<file path="src/design/three_pot_signal_finder_top_macros.svh">
// Assertion helpers for the signal finder
`ifndef THREE_POT_SIGNAL_FINDER_TOP_MACROS_SVH
`define THREE_POT_SIGNAL_FINDER_TOP_MACROS_SVH

// condition in the same cycle
`define TPSF_ASSERT_NOW(label, clk, rst_n, cond, conseq) \
    label: assert property (@(posedge clk) disable iff (!rst_n) (cond) |-> (conseq)) \
        else $error("tpsf assertion failed");

// condition in the next cycle
`define TPSF_ASSERT_NEXT(label, clk, rst_n, cond, conseq) \
    label: assert property (@(posedge clk) disable iff (!rst_n) (cond) |=> (conseq)) \
        else $error("tpsf assertion failed");

`endif

</file>
<file path="src/design/tpsf_pkg.sv">
package tpsf_pkg;

    localparam int unsigned LEVEL_W  = 8;
    localparam int unsigned SENSOR_W = 16;
    localparam int unsigned CFG_IDX_W  = 3;
    localparam int unsigned CFG_DATA_W = 16;

    // configuration register indexes
    localparam logic [CFG_IDX_W-1:0] CFG_TOP_START     = 3'd0;
    localparam logic [CFG_IDX_W-1:0] CFG_POT_FLOOR     = 3'd1;
    localparam logic [CFG_IDX_W-1:0] CFG_POT_CENTRE    = 3'd2;
    localparam logic [CFG_IDX_W-1:0] CFG_GAP_LIMIT     = 3'd3;
    localparam logic [CFG_IDX_W-1:0] CFG_SAMPLE_BUDGET = 3'd4;
    localparam logic [CFG_IDX_W-1:0] CFG_SENSOR_CENTRE = 3'd5;

    localparam logic [LEVEL_W-1:0]  RST_TOP_START     = 8'd255;
    localparam logic [LEVEL_W-1:0]  RST_POT_FLOOR     = 8'd0;
    localparam logic [LEVEL_W-1:0]  RST_POT_CENTRE    = 8'd128;
    localparam logic [LEVEL_W-1:0]  RST_GAP_LIMIT     = 8'd4;
    localparam logic [SENSOR_W-1:0] RST_SAMPLE_BUDGET = 16'd1024;
    localparam logic [SENSOR_W-1:0] RST_SENSOR_CENTRE = 16'd32768;

    localparam logic ACT_START  = 1'b0;
    localparam logic ACT_SAMPLE = 1'b1;

    // reported phase codes
    localparam logic [1:0] PHASE_CODE_IDLE   = 2'd0;
    localparam logic [1:0] PHASE_CODE_COARSE = 2'd1;
    localparam logic [1:0] PHASE_CODE_FINE   = 2'd2;
    localparam logic [1:0] PHASE_CODE_SETTLE = 2'd3;

    typedef enum logic [3:0] {
        PH_IDLE   = 4'b0001,
        PH_COARSE = 4'b0010,
        PH_FINE   = 4'b0100,
        PH_SETTLE = 4'b1000
    } t_phase;

    typedef enum logic [1:0] {
        SIDE_NONE = 2'd0,
        SIDE_LOW  = 2'd1,
        SIDE_HIGH = 2'd2
    } t_side;

    typedef struct packed {
        logic                action;
        logic [SENSOR_W-1:0] sample;
    } t_in_item;

    typedef struct packed {
        logic [LEVEL_W-1:0] top_level;
        logic [LEVEL_W-1:0] bottom_level;
        logic [LEVEL_W-1:0] mid_level;
        logic [1:0]         phase;
        logic               done_res;
    } t_out_item;

endpackage

</file>
<file path="src/design/three_pot_signal_finder_top.sv">
// Three-level signal finder.
// Input channel (i_valid / o_stall, payload i_in): action start loads the
// top, bottom and mid levels from the configuration; action sample advances
// the coarse, fine or settling step of the search by one sample.
// Output channel (o_valid / i_stall, payload o_out): exactly one result per
// accepted item, carrying the levels and phase after that item and a done flag.
// A result is registered in r_out, or in the skid register on a stall.
// Throughput is one item per cycle while o_stall is low; the search state
// updates in the same cycle the item is taken, so consecutive samples
// chain without bubbles. When the receiver stalls, one more item is taken
// into a skid register and o_stall then rises until the held result moves on.
// Configuration: i_cfg_wr_en, i_cfg_index, i_cfg_data; write only while idle.
// Reset (synchronous, i_rst_n low) restores the register defaults, clears
// the levels to zero, sets the phase to idle and empties the output stages.
`include "three_pot_signal_finder_top_macros.svh"

module three_pot_signal_finder_top (
    input  logic                                i_clk,
    input  logic                                i_rst_n,
    input  logic                                i_valid,
    output logic                                o_stall,
    input  tpsf_pkg::t_in_item                  i_in,
    output logic                                o_valid,
    input  logic                                i_stall,
    output tpsf_pkg::t_out_item                 o_out,
    input  logic                                i_cfg_wr_en,
    input  logic [tpsf_pkg::CFG_IDX_W-1:0]      i_cfg_index,
    input  logic [tpsf_pkg::CFG_DATA_W-1:0]     i_cfg_data
);
    import tpsf_pkg::*;

    // configuration
    logic [LEVEL_W-1:0]  r_top_start, r_pot_floor, r_pot_centre, r_gap_limit;
    logic [SENSOR_W-1:0] r_sample_budget, r_sensor_centre;

    // search state
    t_phase              r_phase, n_phase;
    t_side               r_first_side, n_first_side;
    logic [LEVEL_W-1:0]  r_top, n_top, r_bottom, n_bottom, r_mid, n_mid;
    logic                r_seen, n_seen;
    logic [SENSOR_W-1:0] r_samples, n_samples, r_last_dist, n_last_dist;
    logic [1:0]          r_settle_left, n_settle_left;
    logic                n_done;

    // output stages
    t_out_item r_out, r_skid, n_result;
    logic      r_out_valid, r_skid_valid;

    logic accept, out_take;
    logic side_low;
    t_side side, fs;
    logic [SENSOR_W-1:0] sample_dist;
    logic [LEVEL_W-1:0]  mid_up, mid_down;
    logic [LEVEL_W:0]    mid_diff;
    logic [LEVEL_W-1:0]  mid_abs;
    logic [1:0]          drag;
    logic [LEVEL_W-1:0]  drag_ext;
    logic [LEVEL_W-1:0]  mid_dragged;
    logic                coarse_go;
    logic [1:0]          phase_code;

    assign accept   = i_valid && !o_stall;
    assign out_take = r_out_valid && !i_stall;
    assign o_stall  = r_skid_valid;
    assign o_valid  = r_out_valid;
    assign o_out    = r_out;

    always_ff @(posedge i_clk) begin
        if (!i_rst_n) begin
            r_top_start     <= RST_TOP_START;
            r_pot_floor     <= RST_POT_FLOOR;
            r_pot_centre    <= RST_POT_CENTRE;
            r_gap_limit     <= RST_GAP_LIMIT;
            r_sample_budget <= RST_SAMPLE_BUDGET;
            r_sensor_centre <= RST_SENSOR_CENTRE;
        end else if (i_cfg_wr_en) begin
            case (i_cfg_index)
                CFG_TOP_START:     r_top_start     <= i_cfg_data[LEVEL_W-1:0];
                CFG_POT_FLOOR:     r_pot_floor     <= i_cfg_data[LEVEL_W-1:0];
                CFG_POT_CENTRE:    r_pot_centre    <= i_cfg_data[LEVEL_W-1:0];
                CFG_GAP_LIMIT:     r_gap_limit     <= i_cfg_data[LEVEL_W-1:0];
                CFG_SAMPLE_BUDGET: r_sample_budget <= i_cfg_data;
                CFG_SENSOR_CENTRE: r_sensor_centre <= i_cfg_data;
                default: ;
            endcase
        end
    end

    // sample classification
    assign side_low    = i_in.sample < r_sensor_centre;
    assign side        = side_low ? SIDE_LOW : SIDE_HIGH;
    assign fs          = (r_first_side == SIDE_NONE) ? side : r_first_side;
    assign sample_dist = side_low ? (r_sensor_centre - i_in.sample)
                                  : (i_in.sample - r_sensor_centre);

    assign mid_up   = (r_mid == 8'hFF) ? r_mid : r_mid + 8'd1;
    assign mid_down = (r_mid == 8'h00) ? r_mid : r_mid - 8'd1;

    // drag mid toward the centre by clamp(|d|/4, 1, 3)
    assign mid_diff = {1'b0, r_mid} - {1'b0, r_pot_centre};
    assign mid_abs  = mid_diff[LEVEL_W] ? (r_pot_centre - r_mid) : mid_diff[LEVEL_W-1:0];
    always_comb begin
        if (mid_abs[LEVEL_W-1:2] == '0)
            drag = 2'd1;
        else if (mid_abs[LEVEL_W-1:4] != '0)
            drag = 2'd3;
        else
            drag = mid_abs[3:2];
    end
    assign drag_ext = {{(LEVEL_W-2){1'b0}}, drag};
    always_comb begin
        if (mid_diff[LEVEL_W])
            mid_dragged = (r_mid > 8'hFF - drag_ext) ? 8'hFF : r_mid + drag_ext;
        else
            mid_dragged = (r_mid < drag_ext) ? 8'h00 : r_mid - drag_ext;
    end

    always_comb begin
        n_phase       = r_phase;
        n_first_side  = r_first_side;
        n_top         = r_top;
        n_bottom      = r_bottom;
        n_mid         = r_mid;
        n_seen        = r_seen;
        n_samples     = r_samples;
        n_last_dist   = r_last_dist;
        n_settle_left = r_settle_left;
        n_done        = 1'b0;
        coarse_go     = 1'b0;

        if (i_in.action == ACT_START) begin
            n_top         = r_top_start;
            n_bottom      = r_pot_floor;
            n_mid         = r_pot_centre;
            n_first_side  = SIDE_NONE;
            n_seen        = 1'b0;
            n_samples     = '0;
            n_last_dist   = '0;
            n_settle_left = '0;
            coarse_go     = 1'b1;
        end else begin
            case (r_phase)
                PH_COARSE: begin
                    n_first_side = fs;
                    if (!r_seen) begin
                        if (side == fs)
                            n_mid = side_low ? mid_up : mid_down;
                        else
                            n_seen = 1'b1;
                    end else begin
                        if (side_low)
                            n_top = (r_top == 8'h00) ? r_top : r_top - 8'd1;
                        else
                            n_bottom = (r_bottom == 8'hFF) ? r_bottom : r_bottom + 8'd1;
                        if (r_mid != r_pot_centre)
                            n_mid = mid_dragged;
                    end
                    if (r_samples != '1)
                        n_samples = r_samples + 16'd1;
                    coarse_go = 1'b1;
                end
                PH_FINE: begin
                    n_first_side = fs;
                    if (side != fs) begin
                        if (sample_dist < r_last_dist) begin
                            n_mid         = side_low ? mid_down : mid_up;
                            n_settle_left = 2'd3;
                        end else begin
                            n_settle_left = 2'd2;
                        end
                        n_phase = PH_SETTLE;
                    end else begin
                        n_mid       = side_low ? mid_up : mid_down;
                        n_last_dist = sample_dist;
                    end
                end
                PH_SETTLE: begin
                    if (r_settle_left != 2'd0)
                        n_settle_left = r_settle_left - 2'd1;
                    if (r_settle_left <= 2'd1) begin
                        n_phase = PH_IDLE;
                        n_done  = 1'b1;
                    end
                end
                default: ;
            endcase
        end

        // gap and budget test after a start or a coarse sample
        if (coarse_go) begin
            if (n_top > n_bottom && (n_top - n_bottom) > r_gap_limit &&
                n_samples < r_sample_budget) begin
                n_phase = PH_COARSE;
            end else begin
                n_phase      = PH_FINE;
                n_first_side = SIDE_NONE;
                n_last_dist  = '0;
            end
        end
    end

    always_comb begin
        case (n_phase)
            PH_IDLE:   phase_code = PHASE_CODE_IDLE;
            PH_COARSE: phase_code = PHASE_CODE_COARSE;
            PH_FINE:   phase_code = PHASE_CODE_FINE;
            PH_SETTLE: phase_code = PHASE_CODE_SETTLE;
            default:   phase_code = PHASE_CODE_IDLE;
        endcase
    end

    assign n_result = '{top_level:    n_top,
                        bottom_level: n_bottom,
                        mid_level:    n_mid,
                        phase:        phase_code,
                        done_res:     n_done};

    always_ff @(posedge i_clk) begin
        if (!i_rst_n) begin
            r_phase       <= PH_IDLE;
            r_first_side  <= SIDE_NONE;
            r_top         <= '0;
            r_bottom      <= '0;
            r_mid         <= '0;
            r_seen        <= 1'b0;
            r_samples     <= '0;
            r_last_dist   <= '0;
            r_settle_left <= '0;
        end else if (accept) begin
            r_phase       <= n_phase;
            r_first_side  <= n_first_side;
            r_top         <= n_top;
            r_bottom      <= n_bottom;
            r_mid         <= n_mid;
            r_seen        <= n_seen;
            r_samples     <= n_samples;
            r_last_dist   <= n_last_dist;
            r_settle_left <= n_settle_left;
        end
    end

    // output register plus skid register
    always_ff @(posedge i_clk) begin
        if (!i_rst_n) begin
            r_out_valid  <= 1'b0;
            r_skid_valid <= 1'b0;
        end else begin
            if (r_skid_valid && out_take) begin
                r_skid_valid <= 1'b0;
            end else if (accept) begin
                r_out_valid <= 1'b1;
                if (r_out_valid && !out_take)
                    r_skid_valid <= 1'b1;
            end else if (out_take) begin
                r_out_valid <= 1'b0;
            end
        end
    end

    always_ff @(posedge i_clk) begin
        if (r_skid_valid && out_take)
            r_out <= r_skid;
        else if (accept && (!r_out_valid || out_take))
            r_out <= n_result;
        if (accept && r_out_valid && !out_take)
            r_skid <= n_result;
    end

    `TPSF_ASSERT_NOW(a_skid_behind_out, i_clk, i_rst_n, r_skid_valid, r_out_valid)
    `TPSF_ASSERT_NOW(a_done_is_idle, i_clk, i_rst_n, r_out_valid && r_out.done_res, r_out.phase == PHASE_CODE_IDLE)
    `TPSF_ASSERT_NEXT(a_start_enters_search, i_clk, i_rst_n, accept && i_in.action == ACT_START, r_phase == PH_COARSE || r_phase == PH_FINE)
    `TPSF_ASSERT_NOW(a_settle_count_in_settle, i_clk, i_rst_n, r_settle_left != 2'd0, r_phase == PH_SETTLE)

endmodule
</file>
<file path="config.mk">
export PLATFORM = sky130hd
export DESIGN_NAME = three_pot_signal_finder_top
export DESIGN_NICKNAME = d
export VERILOG_FILES = /design/src/design/tpsf_pkg.sv /design/src/design/three_pot_signal_finder_top.sv
export VERILOG_INCLUDE_DIRS = /design/src /design/src/design
export SDC_FILE = /design/constraint.sdc
export NUM_CORES = 1
export LEC_CHECK = 0
export ABC_AREA = 1
export BUFFER_PORTS_ARGS = -buffer_cell sky130_fd_sc_hd__buf_2
export CAP_MARGIN = 10
export CORE_AREA = 3 3 176 178
export CTS_CLUSTER_DIAMETER = 80
export DETAILED_ROUTE_END_ITERATION = 10
export DIE_AREA = 0 0 179 181
export HOLD_SLACK_MARGIN = 0.12
export SYNTH_ARGS = -nofsm -noshare
export SYNTH_HDL_FRONTEND = slang
export SYNTH_SLANG_ARGS = --single-unit
</file>
<file path="constraint.sdc">
create_clock -name i_clk -period 6.23 [get_ports i_clk]
set_input_delay 1.246 -clock i_clk [delete_from_list [all_inputs] [get_ports i_clk]]
set_output_delay 1.246 -clock i_clk [all_outputs]
set_load 0.03 [all_outputs]
</file>
# Yosys cells after proc, flatten, opt, wreduce, memory -nomap -nowiden
# Cells that the tools add are included.
[classes]
add_sub_neg = 14
n_reduce_logical = 35
n_mux = 67
eq_ne = 21
bitwise = 2
n_lt_le_gt_ge = 8
[ops]
columns = ["op", "count"]
rows = [
  ["$mux W8", 24],
  ["$mux W16", 9],
  ["$mux W27", 2],
  ["$lt A16 B16 Y1", 3],
  ["$sub A16 B16 Y16", 2],
  ["$gt A8 B8 Y1", 3],
  ["$mux W2", 11],
  ["$reduce_and A2 Y1", 9],
  ["$add A16 B1 Y16 const B", 1],
  ["$add A8 B1 Y8 const B", 2],
  ["$eq A8 B8 Y1 const B", 2],
  ["$logic_not A8 Y1", 2],
  ["$mux W4", 4],
  ["$ne A16 B16 Y1 const B", 1],
  ["$pmux W8 S2", 1],
  ["$sub A8 B1 Y8 const B", 2],
  ["$sub A8 B8 Y8", 2],
  ["$mux W1", 12],
  ["$logic_and A1 B1 Y1", 9],
  ["$sub A8 B8 Y9", 1],
  ["$add A8 B2 Y8", 1],
  ["$eq A4 B2 Y1 const B", 2],
  ["$eq A4 B3 Y1 const B", 2],
  ["$eq A4 B4 Y1 const B", 2],
  ["28 further kinds", 38],
]
[totals]
inputBits = 41
word_cells = 174
ff_bits = 185

# Logic depth before layout (Yosys ltp)
# Gate-level depths: netlist of the first run.
[depth]
depth_word = 16
depth_mapped = 42
ltp_nobuf = 41

# Least setup slack after synthesis of the first run
# OpenSTA, ideal clock, no wires.
[synth_path]
path_kind = "input port to flip-flop"
from = "input port i_in[0] (netlist bit)"
to = "register r_out, in the netlist o_out[2] (data pin)"
slack_ps = 480
t_arrival_ps = 5498
stages = 39
setup_ps = 253
path_cell_list = "inv_1 -> ha_1 -> inv_1 -> fa_1 -> nand3_1 -> nand3_1 -> nand2_1 -> nand2_2 -> nand2_4 -> nand2_8 -> buf_6 -> buf_2 -> nand2_1 -> o21ai_0 -> o311ai_0 -> o21ai_0 -> inv_1 -> ha_1 -> [... 3 more ...] -> nand2_1 -> xor2_1 -> ha_1 -> nand2_1 -> inv_1 -> nand2_1 -> o21a_1 -> a2111oi_0 -> nand2_1 -> nor2_2 -> nand2_2 -> nand2_2 -> buf_6 -> nand2_2 -> nand2_1 -> nand2_2 -> nand2_1 -> nand2_1"
[synth_via]
elab_chain_len = 15
elab_cells_between_ends = 28
[synth_lines]
columns = ["element", "line", "text"]
rows = [
  ["start: declaration", "three_pot_signal_finder_top.sv:22", "input tpsf_pkg::t_in_item i_in,"],
  ["$lt A16 B16 Y1 (*)", "three_pot_signal_finder_top.sv:90", "assign side_low = i_in.sample < r_sensor_centre;"],
  ["$mux W8 (*)", "three_pot_signal_finder_top.sv:151", "if (side_low)"],
  ["$mux W8 (*)", "three_pot_signal_finder_top.sv:145", "if (!r_seen) begin"],
  ["$mux W8 (*)", "three_pot_signal_finder_top.sv:142", "case (r_phase)"],
  ["$mux W8 (*)", "three_pot_signal_finder_top.sv:131", "if (i_in.action == ACT_START) begin"],
  ["named net n_bottom[6]", "three_pot_signal_finder_top.sv:39", "logic [LEVEL_W-1:0] r_top, n_top, r_bottom, n_bottom, r_mid, n_mid;"],
  ["$sub A8 B8 Y8", "three_pot_signal_finder_top.sv:191", "if (n_top > n_bottom && (n_top - n_bottom) > r_gap_limit &&"],
  ["$gt A8 B8 Y1", "three_pot_signal_finder_top.sv:191", ""],
  ["$logic_and A1 B1 Y1 (*) (2 in a row)", "three_pot_signal_finder_top.sv:191", ""],
  ["$mux W3 (*)", "three_pot_signal_finder_top.sv:191", ""],
  ["$mux W4 (*)", "three_pot_signal_finder_top.sv:190", "if (coarse_go) begin"],
  ["$eq A4 B4 Y1, or another cell as far along", "three_pot_signal_finder_top.sv:203", "case (n_phase)"],
  ["$pmux W2 S3 (*)", "three_pot_signal_finder_top.sv:203", ""],
  ["named net phase_code[1]", "three_pot_signal_finder_top.sv:60", "logic [1:0] phase_code;"],
  ["$mux W27 (*)", "three_pot_signal_finder_top.sv:263", "else if (accept && (!r_out_valid || out_take))"],
  ["$mux W27 (*)", "three_pot_signal_finder_top.sv:261", "if (r_skid_valid && out_take)"],
  ["end signal: assignment", "three_pot_signal_finder_top.sv:262", "r_out <= r_skid;"],
  ["end signal: assignment", "three_pot_signal_finder_top.sv:264", "r_out <= n_result;"],
  ["end: declaration", "three_pot_signal_finder_top.sv:46", "t_out_item r_out, r_skid, n_result;"],
]
# The timed path passes the listed nets; every way through them passes the cells marked *. The select of a mux whose other input is x is not followed.
# A chain may end at the register's enable or synchronous reset.

# Worst setup path in the final report of the first run
[layout_path]
from = "input port i_in[0] (netlist bit)"
to = "register r_out, in the netlist o_out[2] (data pin)"
[layout_via]
elab_chain_len = 15
elab_cells_between_ends = 28
[layout_lines]
columns = ["element", "line"]
rows = [
  ["$lt A16 B16 Y1 (*)", "three_pot_signal_finder_top.sv:90"],
  ["$mux W8 (*)", "three_pot_signal_finder_top.sv:151"],
  ["$mux W8 (*)", "three_pot_signal_finder_top.sv:145"],
  ["$mux W8 (*)", "three_pot_signal_finder_top.sv:142"],
  ["$mux W8 (*)", "three_pot_signal_finder_top.sv:131"],
  ["named net n_top[1]", "three_pot_signal_finder_top.sv:39"],
  ["$sub A8 B8 Y8", "three_pot_signal_finder_top.sv:191"],
  ["$gt A8 B8 Y1", "three_pot_signal_finder_top.sv:191"],
  ["$logic_and A1 B1 Y1 (*) (2 in a row)", "three_pot_signal_finder_top.sv:191"],
  ["$mux W3 (*)", "three_pot_signal_finder_top.sv:191"],
  ["$mux W4 (*)", "three_pot_signal_finder_top.sv:190"],
  ["$eq A4 B4 Y1, or another cell as far along", "three_pot_signal_finder_top.sv:203"],
  ["$pmux W2 S3 (*)", "three_pot_signal_finder_top.sv:203"],
  ["named net phase_code[1]", "three_pot_signal_finder_top.sv:60"],
  ["$mux W27 (*)", "three_pot_signal_finder_top.sv:263"],
  ["$mux W27 (*)", "three_pot_signal_finder_top.sv:261"],
]
# Marks and branches as above.

==> results.py, run 1 <==
metrics = {
    "detailed_routing": {
        "route.detailed.drc": 0,
        "via_per_inst": 5.34,
        "wl_per_cell_um": 16.2,
        "drt_iter0_drc": 957,
        "ant_nets": 0,
        "num_vias": 12500,
        "met2_wirelength_mm": 17.4,
        "wirelength_mm": 38.0,
        "wl_met1_mm": 18.0,
        "wl_met3_mm": 1.66,
        "drt_pass1_iterations": 5,
        "routed.top_layer": "met4",
    },
    "global_routing": {
        "grt_pass1_vias": 11500,
        "grt_pass1_wl_mm": 60.4,
        "grt_max_degree": 69,
        "globalRouteTotalUtil": 0.234,
        "antenna_found_initial": 1,
        "overflow": 0,
    },
    "status": {
        "outcome": "finished clean",
    },
    "layout": {
        "antenna_cells": 0,
        "final_util": 0.500,
        "final_area_mm2": 0.0148,
        "nets": 2091,
        "area_delta_synth_final_pct": 12.0,
        "mostFrequentLayoutCell": "nand2_1",
        "nFillCells": 2999,
        "final_cell_mix": "nand2_1 (342), inv_1 (274), o21ai_0 (217)",
        "drive_above_1_share": 0.118,
    },
    "clock_network": {
        "cts_hold_buf": 0,
        "cts_tree": "yes",
        "clkTransAtPathRegs_ns": 0.08,
        "htreeDepth": 4,
        "clock-sinks": 185,
        "clock_path_buffers": 2,
        "cts_buffers": 17,
        "cts_root_buf": "clkbuf_16",
        "worstSkewPairLatency_ns": 0.44,
    },
    "synth": {
        "synth-edff-count": 54,
        "ys_types": 58,
        "netlist_instances": 1876,
        "ys.flop_type": "dfxtp_1",
        "avgSynthCellArea_um2": 7.03,
        "synth_fa_ha_area_frac": 0.105,
        "synthArstFlopShare": 0,
        "synth_compound_gate_area_share": 0.215,
        "synth_xor_area_frac": 0.0292,
        "synth_mux_area_frac": 0.00228,
        "netlist_area_mm2": 0.0132,
        "seq_area_frac_synth": 0.322,
        "synth_top_family_by_area": "simple AND/OR/NAND/NOR gates",
        "synth_simple_gate_area_frac": 0.220,
        "synth_warnings": 0,
        "syn-num-nets": 2025,
        "ys_seq_elements": 185,
    },
    "power_and_ir_drop": {
        "leakage_nw": 6.62,
        "ir_worst_vdd_v": 0.000171,
        "powerDensity_mw_per_mm2": 237,
        "finalPower_mw": 3.50,
    },
    "sta": {
        "finalMaxSlewViolations": 0,
        "grt_setup_unrepaired": "no",
        "clock.fmax_mhz": 173,
        "hold_viol": 0,
        "setup_violations": 0,
        "period_minus_slack_ns": 5.79,
        "hold_slack_ns": 0.462,
        "relSlewSlack": 0.407,
        "tightestPinTransition_ns": 0.888,
        "fin_ws_ns": 0.442,
        "skew_ns": 0.0114,
        "period_share": 0.929,
    },
    "min_path": {
        "hp-class": "reg -> reg",
    },
    "placement": {
        "pre_cts_ws_ns": -0.0357,
        "numPortBuffers": 69,
        "place.gp.congestion": 0.957,
        "place_area_mm2": 0.0141,
        "hpwl_mm": 28.6,
    },
    "worst_setup_path": {
        "arrival_ns": 5.98,
        "path_common_cell": "nand2_1",
        "end_kind": "register",
        "critPathMaxStageDelay_ns": 0.45,
        "critPathMaxFanout": 6,
        "worstPathRequired_ns": 6.43,
        "slowest_stage": "fa_1",
        "crit_type": "in -> reg",
        "crit_path_start_kind": "input port",
    },
    "floorplanning": {
        "ios": 70,
        "core.rowCount": 63,
        "die_x_um": 179,
        "core_mm2": 0.0296,
        "fp.dieArea_mm2": 0.0324,
        "die_y_um": 181,
        "start_util": 0.446,
    },
    "job": {
        "maxCapViolCount": 0,
    },
}
metal layers:
layer,up-vias,GRT usage
li1,6363,-
met1,5788,0.328
met2,319,0.375
met3,48,0.0313
met4,0,0.0726
met5,-,0
through the flow:
step,instances,setup TNS [ns]
global placement,2311,0
floorplan,1876,0
global route,2345,0
finish,2345,0
CTS,2343,0
detailed placement,2311,-0.0714
cells in the mapped netlist (all sizes together), types with 15 or more instances:
library cell | number | share of area
nor2 | 143 | 0.042
a31oi | 15 | 0.0071
xor2 | 39 | 0.026
nand2 | 375 | 0.11
inv | 287 | 0.082
dfxtp | 131 | 0.20
buf | 15 | 0.0075
a21oi | 205 | 0.079
o21ai | 224 | 0.086
o211ai | 25 | 0.014
nand3 | 81 | 0.035
ha | 103 | 0.098
clkbuf | 57 | 0.016
nand4 | 20 | 0.0095
nor3 | 23 | 0.010
edfxtp | 54 | 0.12
what timing repair did:
item	CTS	global route
setup buffers	0	1
gates resized for setup	0	4
endpoints found under the setup margin	0	22
worst max-delay path, delay by kind of cell:
kind / cells / cell delay, ns
xor gates and xnor gates: 1 / 0.08
buffers and inverters: 6 / 0.52
AOI/OAI and AO/OA: 5 / 0.81
and+or+nand+nor: 25 / 2.09
adders and majority gates: 4 / 1.24
worst paths after layout:
check | from | cells after the start | slack [ns] | end
worst min register to register | r_top_start[3] | 2 | 0.46 | r_top_start[3]
worst max-delay path | i_in[0] | 41 | 0.44 | o_out[2]
worst max register to register | r_mid[7] | 26 | 0.99 | o_out[10]
worst min-delay path | r_top_start[3] | 2 | 0.46 | r_top_start[3]
power breakdown:
group | internal [mW] | switching, mW
combinational | 0.349 | 0.677
sequential | 1.30 | 0.0351
clock | 0.556 | 0.576
total | 2.21 | 1.29
cell families (layout without fill, tap and decap cells):
| logic type | count (synthesis) | after routing |
|---|---|---|
| buffers and inverters | 362 | 441 |
| AO/OA/AOI/OAI | 516 | 516 |
| AND/OR/NAND/NOR | 658 | 658 |
| XOR/XNOR | 44 | 44 |
| multiplexers | 3 | 3 |
| adder cells (fa/ha/maj) | 108 | 108 |
| flip-flops | 185 | 185 |
sequential cells by signal, indices dropped and copies added (netlist names), 2 cells and up:
name and cells:
r_pot_centre 8, r_pot_floor 8, r_sample_budget 16, o_out 27
r_bottom 8, r_skid 27, r_mid 8, r_top_start 8
r_phase 4, r_last_dist 16, r_sensor_centre 16, r_settle_left 2
r_top 8, r_gap_limit 8, r_first_side 2, r_samples 16
cell type report:
type	count	area, µm²	area share
multi-input combinational	1329	7570	0.512
sequential	185	4240	0.287
inverter	290	1090	0.0737
timing repair buffer	119	766	0.0518
tap	390	488	0.0330
clock buffer	17	425	0.0288
clock inverter	15	189	0.0128
(Power assumes the default switching activity.)
==> run 2: changes to the inputs <==
- CORE_AREA: 3 3 176 178 -> 3 3 167 169
- DIE_AREA: 0 0 179 181 -> 0 0 170 172
- PLACE_DENSITY: default -> 0.66
==> run 2 against run 1 <==
  * Final area fell by 0.94%
  * Combinational power is essentially flat
  * Routed wire length fell by 1.8%
  * Critical path depth fell by 1
==> results.py, run 2 (synthesized netlist as in run 1, its figures left out) <==
metrics = {
    "power_and_ir_drop": {
        "power_frac_seq": 0.381,
        "ir_worst_vdd_v": 0.000200,
        "switching_share": 0.372,
        "p_comb_frac": 0.285,
        "powerDensity_mw_per_mm2": 241,
        "finalPower_mw": 3.52,
        "p_sw_mw": 1.31,
        "pwr-share-clk": 0.334,
        "leakage_nw": 6.56,
        "p_int_mw": 2.21,
    },
    "clock_network": {
        "cts_hold_buf": 0,
        "cts_root_buf": "clkbuf_16",
        "clkTransAtPathRegs_ns": 0.08,
        "cts_tree": "yes",
        "cts_resized": 0,
        "clock_path_buffers": 2,
        "clock-sinks": 185,
        "cts_setup_buffers": 0,
        "worstSkewPairLatency_ns": 0.45,
        "htreeDepth": 4,
        "cts_buffers": 17,
    },
    "global_routing": {
        "globalRouteTotalUtil": 0.256,
        "antenna_found_initial": 0,
        "grt_pass1_wl_mm": 60.1,
        "met1_usage": 0.343,
        "overflow": 0,
        "grt_pass1_vias": 11700,
        "grt_busiest_layer": "met2",
        "grt.met2_usage": 0.433,
        "grt_util_met3": 0.0350,
        "grt_max_degree": 96,
    },
    "floorplanning": {
        "die_y_um": 172,
        "fp.dieArea_mm2": 0.0292,
        "core_mm2": 0.0267,
        "core.rowCount": 60,
        "ios": 70,
        "start_util": 0.494,
        "die_x_um": 170,
    },
    "worst_setup_path": {
        "critPathMaxFanout": 18,
        "crit_type": "in -> reg",
        "worstReg2RegStart": "r_mid[1]",
        "reg2reg_depth": 29,
        "slowest_stage": "fa_1",
        "worstPathRequired_ns": 6.56,
        "worstSetupEndpoint": "r_phase[2]",
        "arrival_ns": 5.98,
        "startpoint": "i_in[0]",
        "critPathMaxStageDelay_ns": 0.44,
        "r2r_end": "o_out[10]",
        "crit_path_start_kind": "input port",
        "rrSetupSlack_ns": 0.98,
        "end_kind": "register",
        "path_common_cell": "nand2_1",
    },
    "detailed_routing": {
        "num_vias": 12600,
        "drt_iter0_drc": 988,
        "drt_pass1_iterations": 5,
        "via_per_inst": 5.51,
        "route.detailed.drc": 0,
        "wl_per_cell_um": 16.3,
        "ant_nets": 0,
        "wirelength_mm": 37.3,
    },
    "sta": {
        "hold_viol": 0,
        "period_share": 0.908,
        "skew_ns": 0.0245,
        "grt_setup_unrepaired": "no",
        "fin_ws_ns": 0.574,
        "finalMaxSlewViolations": 0,
        "tightestPinTransition_ns": 1.17,
        "relSlewSlack": 0.220,
        "fin_tns_setup_ns": 0,
        "clock.fmax_mhz": 177,
        "period_minus_slack_ns": 5.66,
        "setup_violations": 0,
    },
    "placement": {
        "numPortBuffers": 69,
        "place.gp.congestion": 0.925,
        "hpwl_mm": 27.9,
        "place_inst": 2254,
        "pre_cts_ws_ns": 0.0658,
    },
    "job": {
        "maxCapViolCount": 0,
    },
    "status": {
        "outcome": "finished clean",
    },
    "layout": {
        "area_delta_synth_final_pct": 10.9,
        "multi_input_area_mm2": 0.00756,
        "antenna_cells": 0,
        "nFillCells": 2567,
        "stdcell_count": 2286,
        "drive_above_1_share": 0.114,
        "final_cell_mix": "nand2_1 (342), inv_1 (274), o21ai_0 (218)",
        "mostFrequentLayoutCell": "nand2_1",
        "nets": 2081,
        "regArea_mm2": 0.00424,
    },
    "min_path": {
        "hp-class": "reg -> reg",
    },
}
-- run 2: cell types whose count changed in the layout (fill, tap and decap cells not counted) --
| cell | previous run | this run |
|---|---|---|
| buf_4 | 47 | 38 |
| inv_12 | 3 | 7 |
| inv_8 | 5 | 2 |
| buf_16 | 1 | 0 |
| inv_6 | 4 | 3 |
| nor2_2 | 5 | 6 |
| nor2_4 | 3 | 2 |
| o21ai_0 | 217 | 218 |
| o21ai_1 | 4 | 3 |
-- run 2: metrics by stage --
| stage | hold slack, ns | cell area [µm²] | utilization |
|---|---|---|---|
| after global routing | 0.483 | 14600 | 0.547 |
| after floorplan | 0.421 | 13200 | - |
| after detailed placement | 0.443 | 14000 | 0.523 |
| after CTS | 0.462 | 14600 | 0.547 |
| final | 0.458 | 14600 | 0.547 |
| after global placement | 0.437 | 14000 | 0.523 |
-- run 2: area by class of cell --
class,count,area share
Clock buffer,17,0.0291
Clock inverter,15,0.0145
Inverter,290,0.0744
Multi-Input combinational cell,1329,0.517
Sequential cell,185,0.290
Tap cell,341,0.0292
Timing Repair Buffer,109,0.0458
-- run 2: layer usage --
metal	vias to the layer above	routed length, µm	share of wire
li1	6334	-	-
met1	5800	17000	0.46
met2	392	17300	0.46
met3	60	2030	0.054
met4	0	962	0.026
met5	-	0	0
-- run 2: critical path: cells and delay by family --
family	cells	cell delay, ns
AO/OA/AOI/OAI	6	0.85
XOR/XNOR	1	0.07
adder cells (fa/ha/maj)	4	1.23
buffers and inverters	8	0.74
AND/OR/NAND/NOR	21	1.82
-- run 2: worst min path at each step --
stage	startpoint	endpoint	cells after the start
6_report	r_top_start[7]	r_top_start[7]	2
5_1_grt	r_last_dist[11]	r_last_dist[11]	2
4_1_cts	r_top_start[7]	r_top_start[7]	2
3_5_place_dp	r_top_start[7]	r_top_start[7]	2
3_3_place_gp	r_top_start[7]	r_top_start[7]	2
2_1_floorplan	r_top_start[3]	r_top_start[3]	2
-- run 2: power groups by stage --
stage,Combinational [mW],Sequential [mW],Clock (mW)
floorplan,0.677,1.39,0
global placement,0.976,1.37,0
detailed placement,0.990,1.37,0
CTS,0.997,1.34,1.20
global route,1.13,1.35,1.25
finish,1.00,1.34,1.18
